==> src/design/ffba_pkg.sv <==
package ffba_pkg;

  // Function codes of an input word
  localparam logic FUNC_ADD   = 1'b0;
  localparam logic FUNC_ALLOC = 1'b1;

  // Result status codes
  typedef enum logic [1:0] {
    ST_ALLOCATED = 2'd0,
    ST_NO_FIT    = 2'd1,
    ST_ADDED     = 2'd2,
    ST_FULL      = 2'd3
  } status_t;

  // Width of the size and id fields on the ports
  localparam int PORT_SIZE_W = 16;
  localparam int PORT_ID_W   = 8;

  // Table access strobes from the controller
  typedef struct packed {
    logic rd;
    logic wr_size;
    logic wr_id;
  } tbl_ctl_t;

endpackage

==> src/design/ffba_table.sv <==
module ffba_table #(
  parameter int DEPTH     = 16,
  parameter int SIZE_BITS = 16,
  parameter int IDX_W     = 4
) (
  input  logic                        clk,
  input  ffba_pkg::tbl_ctl_t          ctl,
  input  logic [IDX_W-1:0]            addr,
  input  logic [SIZE_BITS-1:0]        wr_size,
  input  logic [ffba_pkg::PORT_ID_W-1:0] wr_id,
  output logic [SIZE_BITS-1:0]        rd_size,
  output logic [ffba_pkg::PORT_ID_W-1:0] rd_id
);
  import ffba_pkg::*;

  logic [SIZE_BITS-1:0] size_mem [DEPTH];
  logic [PORT_ID_W-1:0] id_mem   [DEPTH];

  logic [SIZE_BITS-1:0] rd_size_r;
  logic [PORT_ID_W-1:0] rd_id_r;

  // Single port per cycle: write or registered read
  always_ff @(posedge clk) begin
    if (ctl.wr_size) begin
      size_mem[addr] <= wr_size;
    end
    if (ctl.wr_id) begin
      id_mem[addr] <= wr_id;
    end
    if (ctl.rd) begin
      rd_size_r <= size_mem[addr];
      rd_id_r   <= id_mem[addr];
    end
  end

  assign rd_size = rd_size_r;
  assign rd_id   = rd_id_r;

endmodule

==> src/design/ffba_ctrl.sv <==
module ffba_ctrl #(
  parameter int MAX_BLOCKS = 16,
  parameter int SIZE_BITS  = 16,
  parameter int IDX_W      = 4,
  parameter int CNT_W      = 5
) (
  input  logic                           clk,
  input  logic                           rst_n,
  input  logic                           start,
  output logic                           busy,
  input  logic                           in_func,
  input  logic [SIZE_BITS-1:0]           in_req,
  input  logic [ffba_pkg::PORT_ID_W-1:0] in_new_block_id,
  output ffba_pkg::tbl_ctl_t             tbl_ctl,
  output logic [IDX_W-1:0]               tbl_addr,
  output logic [SIZE_BITS-1:0]           tbl_wr_size,
  output logic [ffba_pkg::PORT_ID_W-1:0] tbl_wr_id,
  input  logic [SIZE_BITS-1:0]           tbl_rd_size,
  input  logic [ffba_pkg::PORT_ID_W-1:0] tbl_rd_id,
  output logic                           out_valid,
  output logic [1:0]                     out_status,
  output logic [ffba_pkg::PORT_ID_W-1:0] out_granted_id,
  output logic [ffba_pkg::PORT_SIZE_W-1:0] out_granted_size
);
  import ffba_pkg::*;

  typedef enum logic {S_IDLE, S_SCAN} state_t;

  localparam logic [CNT_W-1:0] FULL_CNT = CNT_W'(MAX_BLOCKS);

  state_t                 state_r, state_nxt;
  logic [CNT_W-1:0]       count_r, count_nxt;
  logic [IDX_W-1:0]       idx_r, idx_nxt;
  logic [SIZE_BITS-1:0]   req_r, req_nxt;
  logic                   valid_r, valid_nxt;
  status_t                status_r, status_nxt;
  logic [PORT_ID_W-1:0]   gid_r, gid_nxt;
  logic [PORT_SIZE_W-1:0] gsize_r, gsize_nxt;
  logic [SIZE_BITS+PORT_SIZE_W-1:0] rd_size_ext;
  logic                   last_entry;

  assign rd_size_ext = {{PORT_SIZE_W{1'b0}}, tbl_rd_size};
  assign last_entry  = (CNT_W'(idx_r) + CNT_W'(1)) == count_r;

  always_comb begin
    state_nxt   = state_r;
    count_nxt   = count_r;
    idx_nxt     = idx_r;
    req_nxt     = req_r;
    valid_nxt   = 1'b0;
    status_nxt  = status_r;
    gid_nxt     = '0;
    gsize_nxt   = '0;
    tbl_ctl     = '0;
    tbl_addr    = idx_r;
    tbl_wr_size = in_req;
    tbl_wr_id   = in_new_block_id;
    unique case (state_r)
      S_IDLE: begin
        if (start) begin
          if (in_func == FUNC_ADD) begin
            valid_nxt = 1'b1;
            if (count_r == FULL_CNT) begin
              status_nxt = ST_FULL;
            end else begin
              status_nxt      = ST_ADDED;
              tbl_ctl.wr_size = 1'b1;
              tbl_ctl.wr_id   = 1'b1;
              tbl_addr        = count_r[IDX_W-1:0];
              count_nxt       = count_r + CNT_W'(1);
            end
          end else if (count_r == '0) begin
            valid_nxt  = 1'b1;
            status_nxt = ST_NO_FIT;
          end else begin
            // issue read of the head entry
            tbl_ctl.rd = 1'b1;
            tbl_addr   = '0;
            idx_nxt    = '0;
            req_nxt    = in_req;
            state_nxt  = S_SCAN;
          end
        end
      end
      S_SCAN: begin
        if (tbl_rd_size >= req_r) begin
          // grant and clear the stored size
          tbl_ctl.wr_size = 1'b1;
          tbl_wr_size     = '0;
          valid_nxt       = 1'b1;
          status_nxt      = ST_ALLOCATED;
          gid_nxt         = tbl_rd_id;
          gsize_nxt       = rd_size_ext[PORT_SIZE_W-1:0];
          state_nxt       = S_IDLE;
        end else if (last_entry) begin
          valid_nxt  = 1'b1;
          status_nxt = ST_NO_FIT;
          state_nxt  = S_IDLE;
        end else begin
          tbl_ctl.rd = 1'b1;
          tbl_addr   = idx_r + IDX_W'(1);
          idx_nxt    = idx_r + IDX_W'(1);
        end
      end
      default: state_nxt = S_IDLE;
    endcase
  end

  always_ff @(posedge clk) begin
    if (!rst_n) begin
      state_r  <= S_IDLE;
      count_r  <= '0;
      valid_r  <= 1'b0;
      status_r <= ST_ALLOCATED;
      gid_r    <= '0;
      gsize_r  <= '0;
      idx_r    <= '0;
      req_r    <= '0;
    end else begin
      state_r  <= state_nxt;
      count_r  <= count_nxt;
      valid_r  <= valid_nxt;
      status_r <= status_nxt;
      gid_r    <= gid_nxt;
      gsize_r  <= gsize_nxt;
      idx_r    <= idx_nxt;
      req_r    <= req_nxt;
    end
  end

  assign busy             = (state_r == S_SCAN);
  assign out_valid        = valid_r;
  assign out_status       = status_r;
  assign out_granted_id   = gid_r;
  assign out_granted_size = gsize_r;

endmodule

==> src/design/first_fit_block_allocator.sv <==
// First-fit block allocator.
//
// Input channel: a word is taken at a rising edge where start is high and
// busy is low. in_func selects add (append in_new_block_id / in_request_size
// at the tail of the table) or allocate (grant the first entry, from the head,
// whose stored size is at least in_request_size, then zero that size).
//
// Result channel: every input word yields exactly one result word, shown on
// out_status / out_granted_id / out_granted_size for one cycle with out_valid
// high. The receiver cannot stall; results are never held.
//
// Timing: an add, or an allocate on an empty table, returns its result in
// the cycle after acceptance and busy stays low, so a new word may follow
// at once. An allocate scans the table through its single memory port from
// the head, one entry per cycle, each entry passing through the table's
// registered read; it ends at the first fitting entry or the last entry.
// busy is high for the scan, so no new word is taken until it ends.
//
// Reset (rst_n low, synchronous) empties the table; stored entries are not
// cleared since only entries below the fill count are ever read.
module first_fit_block_allocator #(
  parameter int MAX_BLOCKS = 16,
  parameter int SIZE_BITS  = 16
) (
  input  logic        clk,
  input  logic        rst_n,
  input  logic        start,
  output logic        busy,
  input  logic        in_func,
  input  logic [15:0] in_request_size,
  input  logic [7:0]  in_new_block_id,
  output logic        out_valid,
  output logic [1:0]  out_status,
  output logic [7:0]  out_granted_id,
  output logic [15:0] out_granted_size
);
  import ffba_pkg::*;

  // Index wide enough for the table, count wide enough to hold MAX_BLOCKS
  localparam int IDX_W = (MAX_BLOCKS > 1) ? $clog2(MAX_BLOCKS) : 1;
  localparam int CNT_W = $clog2(MAX_BLOCKS + 1);

  tbl_ctl_t                tbl_ctl;
  logic [IDX_W-1:0]        tbl_addr;
  logic [SIZE_BITS-1:0]    tbl_wr_size;
  logic [PORT_ID_W-1:0]    tbl_wr_id;
  logic [SIZE_BITS-1:0]    tbl_rd_size;
  logic [PORT_ID_W-1:0]    tbl_rd_id;
  logic [SIZE_BITS+PORT_SIZE_W-1:0] req_ext;
  logic [SIZE_BITS-1:0]    req_masked;

  // Keep only the low SIZE_BITS bits of the request
  assign req_ext    = {{SIZE_BITS{1'b0}}, in_request_size};
  assign req_masked = req_ext[SIZE_BITS-1:0];

  ffba_ctrl #(
    .MAX_BLOCKS (MAX_BLOCKS),
    .SIZE_BITS  (SIZE_BITS),
    .IDX_W      (IDX_W),
    .CNT_W      (CNT_W)
  ) u_ctrl (
    .clk              (clk),
    .rst_n            (rst_n),
    .start            (start),
    .busy             (busy),
    .in_func          (in_func),
    .in_req           (req_masked),
    .in_new_block_id  (in_new_block_id),
    .tbl_ctl          (tbl_ctl),
    .tbl_addr         (tbl_addr),
    .tbl_wr_size      (tbl_wr_size),
    .tbl_wr_id        (tbl_wr_id),
    .tbl_rd_size      (tbl_rd_size),
    .tbl_rd_id        (tbl_rd_id),
    .out_valid        (out_valid),
    .out_status       (out_status),
    .out_granted_id   (out_granted_id),
    .out_granted_size (out_granted_size)
  );

  ffba_table #(
    .DEPTH     (MAX_BLOCKS),
    .SIZE_BITS (SIZE_BITS),
    .IDX_W     (IDX_W)
  ) u_table (
    .clk     (clk),
    .ctl     (tbl_ctl),
    .addr    (tbl_addr),
    .wr_size (tbl_wr_size),
    .wr_id   (tbl_wr_id),
    .rd_size (tbl_rd_size),
    .rd_id   (tbl_rd_id)
  );

endmodule

==> config.mk <==
export PLATFORM = sky130hd
export DESIGN_NAME = first_fit_block_allocator
export DESIGN_NICKNAME = d
export VERILOG_FILES = /design/src/design/ffba_pkg.sv /design/src/design/ffba_table.sv /design/src/design/ffba_ctrl.sv /design/src/design/first_fit_block_allocator.sv
export SDC_FILE = /design/constraint.sdc
export NUM_CORES = 1
export LEC_CHECK = 0
export ABC_AREA = 1
export BUFFER_PORTS_ARGS = -buffer_cell sky130_fd_sc_hd__clkbuf_2
export CAP_MARGIN = 20
export CORE_MARGIN = 2
export CORE_UTILIZATION = 48
export CTS_CLUSTER_DIAMETER = 120
export CTS_CLUSTER_SIZE = 20
export DETAILED_ROUTE_END_ITERATION = 16
export GPL_TIMING_DRIVEN = 1
export PLACE_DENSITY = 0.65
export SYNTH_ARGS = -nofsm -noshare
export SYNTH_HDL_FRONTEND = slang
export SYNTH_SLANG_ARGS = --single-unit
==> constraint.sdc <==
create_clock -name clk -period 4.3 [get_ports clk]
set_clock_uncertainty 0.1 [all_clocks]
set_input_delay 0.43 -clock clk [delete_from_list [all_inputs] [get_ports clk]]
set_output_delay 0.43 -clock clk [all_outputs]
set_load 0.005 [all_outputs]
==> report_table.html <==
<table>
<tr><th>Metric</th><th>Value</th></tr>
<tr><th colspan="2">Timing</th></tr>
<tr><td>Final Hold Violating Endpoints</td><td>0</td></tr>
<tr><td>Fin crit share</td><td>86.5%</td></tr>
<tr><td>FMAX</td><td>0.269 GHz</td></tr>
<tr><td>Count of final max-slew check failures</td><td>0</td></tr>
<tr><td>Rel. slew slack</td><td>34.2%</td></tr>
<tr><td>PnR worst setup slack</td><td>0.580 ns</td></tr>
<tr><td>Pin slew with the least headroom to its limit</td><td>0.988 ns</td></tr>
<tr><td>Post-route setup TNS</td><td>0 ns</td></tr>
<tr><td>Final-report setup violation count</td><td>0</td></tr>
<tr><td>Unrepaired setup endpoints after global routing</td><td>false</td></tr>
<tr><td>Clock period minus worst slack</td><td>3.72 ns</td></tr>
<tr><th colspan="2">Route</th></tr>
<tr><td>Drt wl/cell</td><td>17.8 µm</td></tr>
<tr><td>Drt initial violations</td><td>1468</td></tr>
<tr><td>Number of DRC violations after detailed routing</td><td>0</td></tr>
<tr><td>Pre-Repair DR Iteration Count</td><td>6</td></tr>
<tr><td>Post-route antenna net violation count</td><td>0</td></tr>
<tr><td>Total via count after detailed routing</td><td>14100</td></tr>
<tr><td>Total detailed-routing wirelength</td><td>46900 µm</td></tr>
<tr><td>Number of vias per cell after detailed routing</td><td>5.33</td></tr>
<tr><th colspan="2">Synth</th></tr>
<tr><td>Count of different cell masters after synthesis</td><td>37</td></tr>
<tr><td>Ys flop type</td><td>edfxtp_1</td></tr>
<tr><td>Mapped Cells</td><td>2042</td></tr>
<tr><td>Yosys warning total</td><td>0</td></tr>
<tr><td>Number of enable flip-flop cells after synthesis</td><td>408</td></tr>
<tr><td>Mapped cell area</td><td>0.0203 mm²</td></tr>
<tr><td>Fraction of synthesized cell area taken by the top area cell type</td><td>60.2%</td></tr>
<tr><td>Synth async-reset ratio</td><td>0%</td></tr>
<tr><td>Ranking of synthesized cells by area</td><td>edfxtp_1, nand2_1, nand3_1, dfxtp_1, inv_1</td></tr>
<tr><td>Average instance area after synthesis</td><td>9.96 µm²</td></tr>
<tr><td>Synthesized net count</td><td>2089</td></tr>
<tr><td>Synthesis-stage register bit count</td><td>461</td></tr>
<tr><td>Cell type with the largest total area after synthesis</td><td>edfxtp_1</td></tr>
<tr><td>Sequential cell area fraction in the yosys report</td><td>65.4%</td></tr>
<tr><th colspan="2">Global routing</th></tr>
<tr><td>Number of global-route vias before repair</td><td>13300</td></tr>
<tr><td>Wire length of the first global-routing pass</td><td>74300 µm</td></tr>
<tr><td>Number of antenna violations at the first check in global routing</td><td>0</td></tr>
<tr><td>Global-route usage over all layers</td><td>21.3%</td></tr>
<tr><td>Largest net degree at the start of global routing</td><td>193</td></tr>
<tr><td>Total global routing overflow</td><td>0</td></tr>
<tr><th colspan="2">Cells and area</th></tr>
<tr><td>Area growth, synth to finish</td><td>8.89%</td></tr>
<tr><td>Proportion of layout cells with a drive suffix above 1</td><td>10.2%</td></tr>
<tr><td>Util after Layout</td><td>52.9%</td></tr>
<tr><td>Final nets</td><td>2126</td></tr>
<tr><td>Final Cell Area</td><td>0.0222 mm²</td></tr>
<tr><td>Final cell count without fillers</td><td>2638</td></tr>
<tr><td>Antenna fix cells</td><td>0</td></tr>
<tr><td>Multi-input combinational cell area</td><td>0.00598 mm²</td></tr>
<tr><td>Sequential cell area</td><td>0.0133 mm²</td></tr>
<tr><td>Fill cell instance count of the final layout</td><td>3668</td></tr>
<tr><th colspan="2">Setup path</th></tr>
<tr><td>Required time at the endpoint of the critical path</td><td>4.64 ns</td></tr>
<tr><td>Element type at the critical path end</td><td>flop</td></tr>
<tr><td>Critical path startpoint category</td><td>flop</td></tr>
<tr><td>Worst r2r path cells</td><td>20</td></tr>
<tr><td>Capture point of the worst reg-to-reg path</td><td>u_table.rd_size[4]</td></tr>
<tr><td>Largest fanout on the critical path</td><td>45</td></tr>
<tr><td>Origin of the critical flop-to-flop path</td><td>u_ctrl.idx_r[0]</td></tr>
<tr><td>Worst R2R Setup Slack</td><td>0.58 ns</td></tr>
<tr><td>WS Path Type</td><td>reg2reg</td></tr>
<tr><td>Worst path arrival time</td><td>4.06 ns</td></tr>
<tr><th colspan="2">Min path</th></tr>
<tr><td>Capture endpoint of the worst hold path</td><td>u_ctrl.req_r[1]</td></tr>
<tr><td>Worst hold path class</td><td>in2reg</td></tr>
<tr><td>Worst Min Path Start</td><td>in_request_size[1]</td></tr>
<tr><td>Worst hold stages</td><td>3</td></tr>
<tr><th colspan="2">Power and ir drop</th></tr>
<tr><td>Power Density</td><td>403 mW/mm²</td></tr>
<tr><td>Leak Pwr</td><td>9.22 nW</td></tr>
<tr><td>Clock group share of total power</td><td>29.0%</td></tr>
<tr><td>Sequential fraction of design power</td><td>56.2%</td></tr>
<tr><td>Fraction of power spent switching nets</td><td>26.5%</td></tr>
<tr><td>Maximum vdd drop</td><td>0.267 mV</td></tr>
<tr><td>Net switching power of the design</td><td>2.37 mW</td></tr>
<tr><td>Share of total power in combinational logic</td><td>14.8%</td></tr>
<tr><td>Internal power of the cells</td><td>6.56 mW</td></tr>
<tr><th colspan="2">Run status</th></tr>
<tr><td>Result of the run</td><td>completed</td></tr>
<tr><th colspan="2">Floorplanning</th></tr>
<tr><td>Die width</td><td>210 µm</td></tr>
<tr><td>Top-level I/O count</td><td>56</td></tr>
<tr><td>Core Rows</td><td>75</td></tr>
<tr><td>Core Footprint</td><td>0.0419 mm²</td></tr>
<tr><td>Starting density of the core</td><td>48.6%</td></tr>
<tr><td>Total die area</td><td>0.0440 mm²</td></tr>
<tr><td>Die extent in y</td><td>210 µm</td></tr>
<tr><th colspan="2">Place</th></tr>
<tr><td>Detail Placement HPWL</td><td>27900 µm</td></tr>
<tr><td>Placement-stage worst setup slack</td><td>0.669 ns</td></tr>
<tr><td>Gpl congestion</td><td>0.868</td></tr>
<tr><td>Inst Count DP</td><td>2587</td></tr>
<tr><td>Total placed instance area</td><td>0.0214 mm²</td></tr>
<tr><td>Total of buffers placed on input and output ports</td><td>55</td></tr>
<tr><th colspan="2">Clock tree</th></tr>
<tr><td>Worst-Skew Late Latency</td><td>0.57 ns</td></tr>
<tr><td>Clk buf depth</td><td>3</td></tr>
<tr><td>Setup fix buffers added after clock tree synthesis</td><td>0</td></tr>
<tr><td>Number of CTS-inserted buffers</td><td>27</td></tr>
<tr><td>TritonCTS clock tree</td><td>done</td></tr>
<tr><td>Register clock-pin slew on the reported worst setup and hold paths</td><td>0.09 ns</td></tr>
<tr><td>Number of hold-repair buffers added at the cts stage</td><td>0</td></tr>
<tr><td>Clk root buf</td><td>clkbuf_16</td></tr>
<tr><td>Deepest level of the CTS H-tree</td><td>1</td></tr>
<tr><td>Number of gates given a new drive strength after cts</td><td>0</td></tr>
<tr><td>CTS sink count</td><td>461</td></tr>
<tr><th colspan="2">Flow run</th></tr>
<tr><td>Count of max-cap constraint violations</td><td>0</td></tr>
</table>
==> sequential cells by signal (all words and copies together), names as in the netlist <==
register / flops
u_table.rd_id: 8
u_ctrl.out_granted_id: 8
u_ctrl.busy: 1
u_table.size_mem: 256
u_ctrl.out_valid: 1
u_ctrl.idx_r: 4
u_table.rd_size: 16
u_ctrl.out_status: 2
u_ctrl.count_r: 5
u_ctrl.req_r: 16
u_table.id_mem: 128
u_ctrl.out_granted_size: 16
==> power groups by stage <==
stage          logic [mW]  clock network [mW]  registers, mW
6_report             1.32                2.59           5.01
5_1_grt              1.49                2.79           5.02
4_1_cts              1.32                2.65           5.01
3_5_place_dp         1.31                   0           5.12
3_3_place_gp         1.29                   0           5.11
2_1_floorplan       0.913                   0           5.10
==> metrics by stage <==
stage                     power [mW]  hold slack, ns
after CTS                       8.98          0.0383
after global placement          6.41           0.340
after global routing            9.30          0.0577
final                           8.93          0.0669
after floorplan                 6.02           0.327
after detailed placement        6.43           0.351
==> Yosys cell counts, types with 8 or more instances <==
| cell | n |
|---|---|
| inv_1 | 124 |
| nand2_1 | 799 |
| ha_1 | 19 |
| dfxtp_1 | 53 |
| nor2_1 | 53 |
| inv_2 | 14 |
| nand3_1 | 304 |
| nand2_2 | 8 |
| buf_2 | 62 |
| nor3_1 | 33 |
| a21oi_1 | 35 |
| clkbuf_1 | 22 |
| buf_4 | 23 |
| edfxtp_1 | 408 |
| o21ai_0 | 35 |
==> final cells by class <==
cell class,count,share of cell area [%]
flip-flops and latches,461,60.1
clock buffers,47,3.39
repair buffers,124,3.98
well taps,539,3.04
multi-input cells,1324,27.0
clock inverters,2,0.107
inverters,141,2.41
==> cell families after synthesis <==
logic type	after synthesis	share of synthesized area [%]
and+or+nand+nor	1217	25.1
adders and majority gates	19	1.17
xor gates and xnor gates	1	0.0431
buffers and inverters	257	5.79
AOI/OAI and AO/OA	87	2.44
DFF	461	65.4
==> routing by layer <==
| layer | global-route usage, % | wire length, µm | share of wire (%) |
|---|---|---|---|
| met5 | 0 | 0 | 0 |
| met3 | 3.05 | 3030 | 6.5 |
| met2 | 33.2 | 21200 | 45 |
| met4 | 4.55 | 656 | 1.4 |
| met1 | 31.8 | 22000 | 47 |
==> worst max-delay path by stage <==
| stage | from | endpoint | slack [ns] | cells past startpoint |
|---|---|---|---|---|
| detailed placement | u_ctrl.idx_r[0] | u_table.rd_size[7] | 0.67 | 20 |
| floorplan | u_table.rd_size[7] | u_table.size_mem[7][0] | 0.59 | 16 |
| global placement | u_ctrl.idx_r[0] | u_table.rd_size[6] | 0.78 | 20 |
| finish | u_ctrl.idx_r[0] | u_table.rd_size[4] | 0.58 | 20 |
| global route | u_ctrl.idx_r[0] | u_table.rd_size[9] | 0.33 | 20 |
| CTS | u_ctrl.idx_r[0] | u_table.rd_size[7] | 0.63 | 20 |
==> worst max-delay path, stage by stage (launching register included) <==
cell and delay, ns:
dfxtp_1 0.64, ha_1 0.34, inv_2 0.04, nand2_1 0.11
nand2_1 0.07, nand2_1 0.05, nand3_1 0.07, nor2_2 0.14
nand2_2 0.11, nand2_1 0.09, o211ai_2 0.09, nand3_1 0.13
nand2_4 0.19, inv_4 0.31, buf_4 0.56, nand2_1 0.14
nand2_1 0.08, nand2_1 0.04, nand2_1 0.09, inv_1 0.08
nand2_1 0.07
==> placed cells by master (no fill, tap or decap), types with 7 or more instances in the layout <==
cell	instances
dfxtp_1	53
buf_12	7
buf_4	62
ha_1	19
nand3_1	304
a21oi_1	35
inv_2	14
clkbuf_16	27
o21ai_0	35
nand2_1	798
nand2_2	7
nor3_1	17
nor3_2	16
nor2_1	53
inv_1	125
edfxtp_1	408
clkbuf_1	20
clkbuf_2	55
No activity file was read; power rests on OpenSTA's default activity.
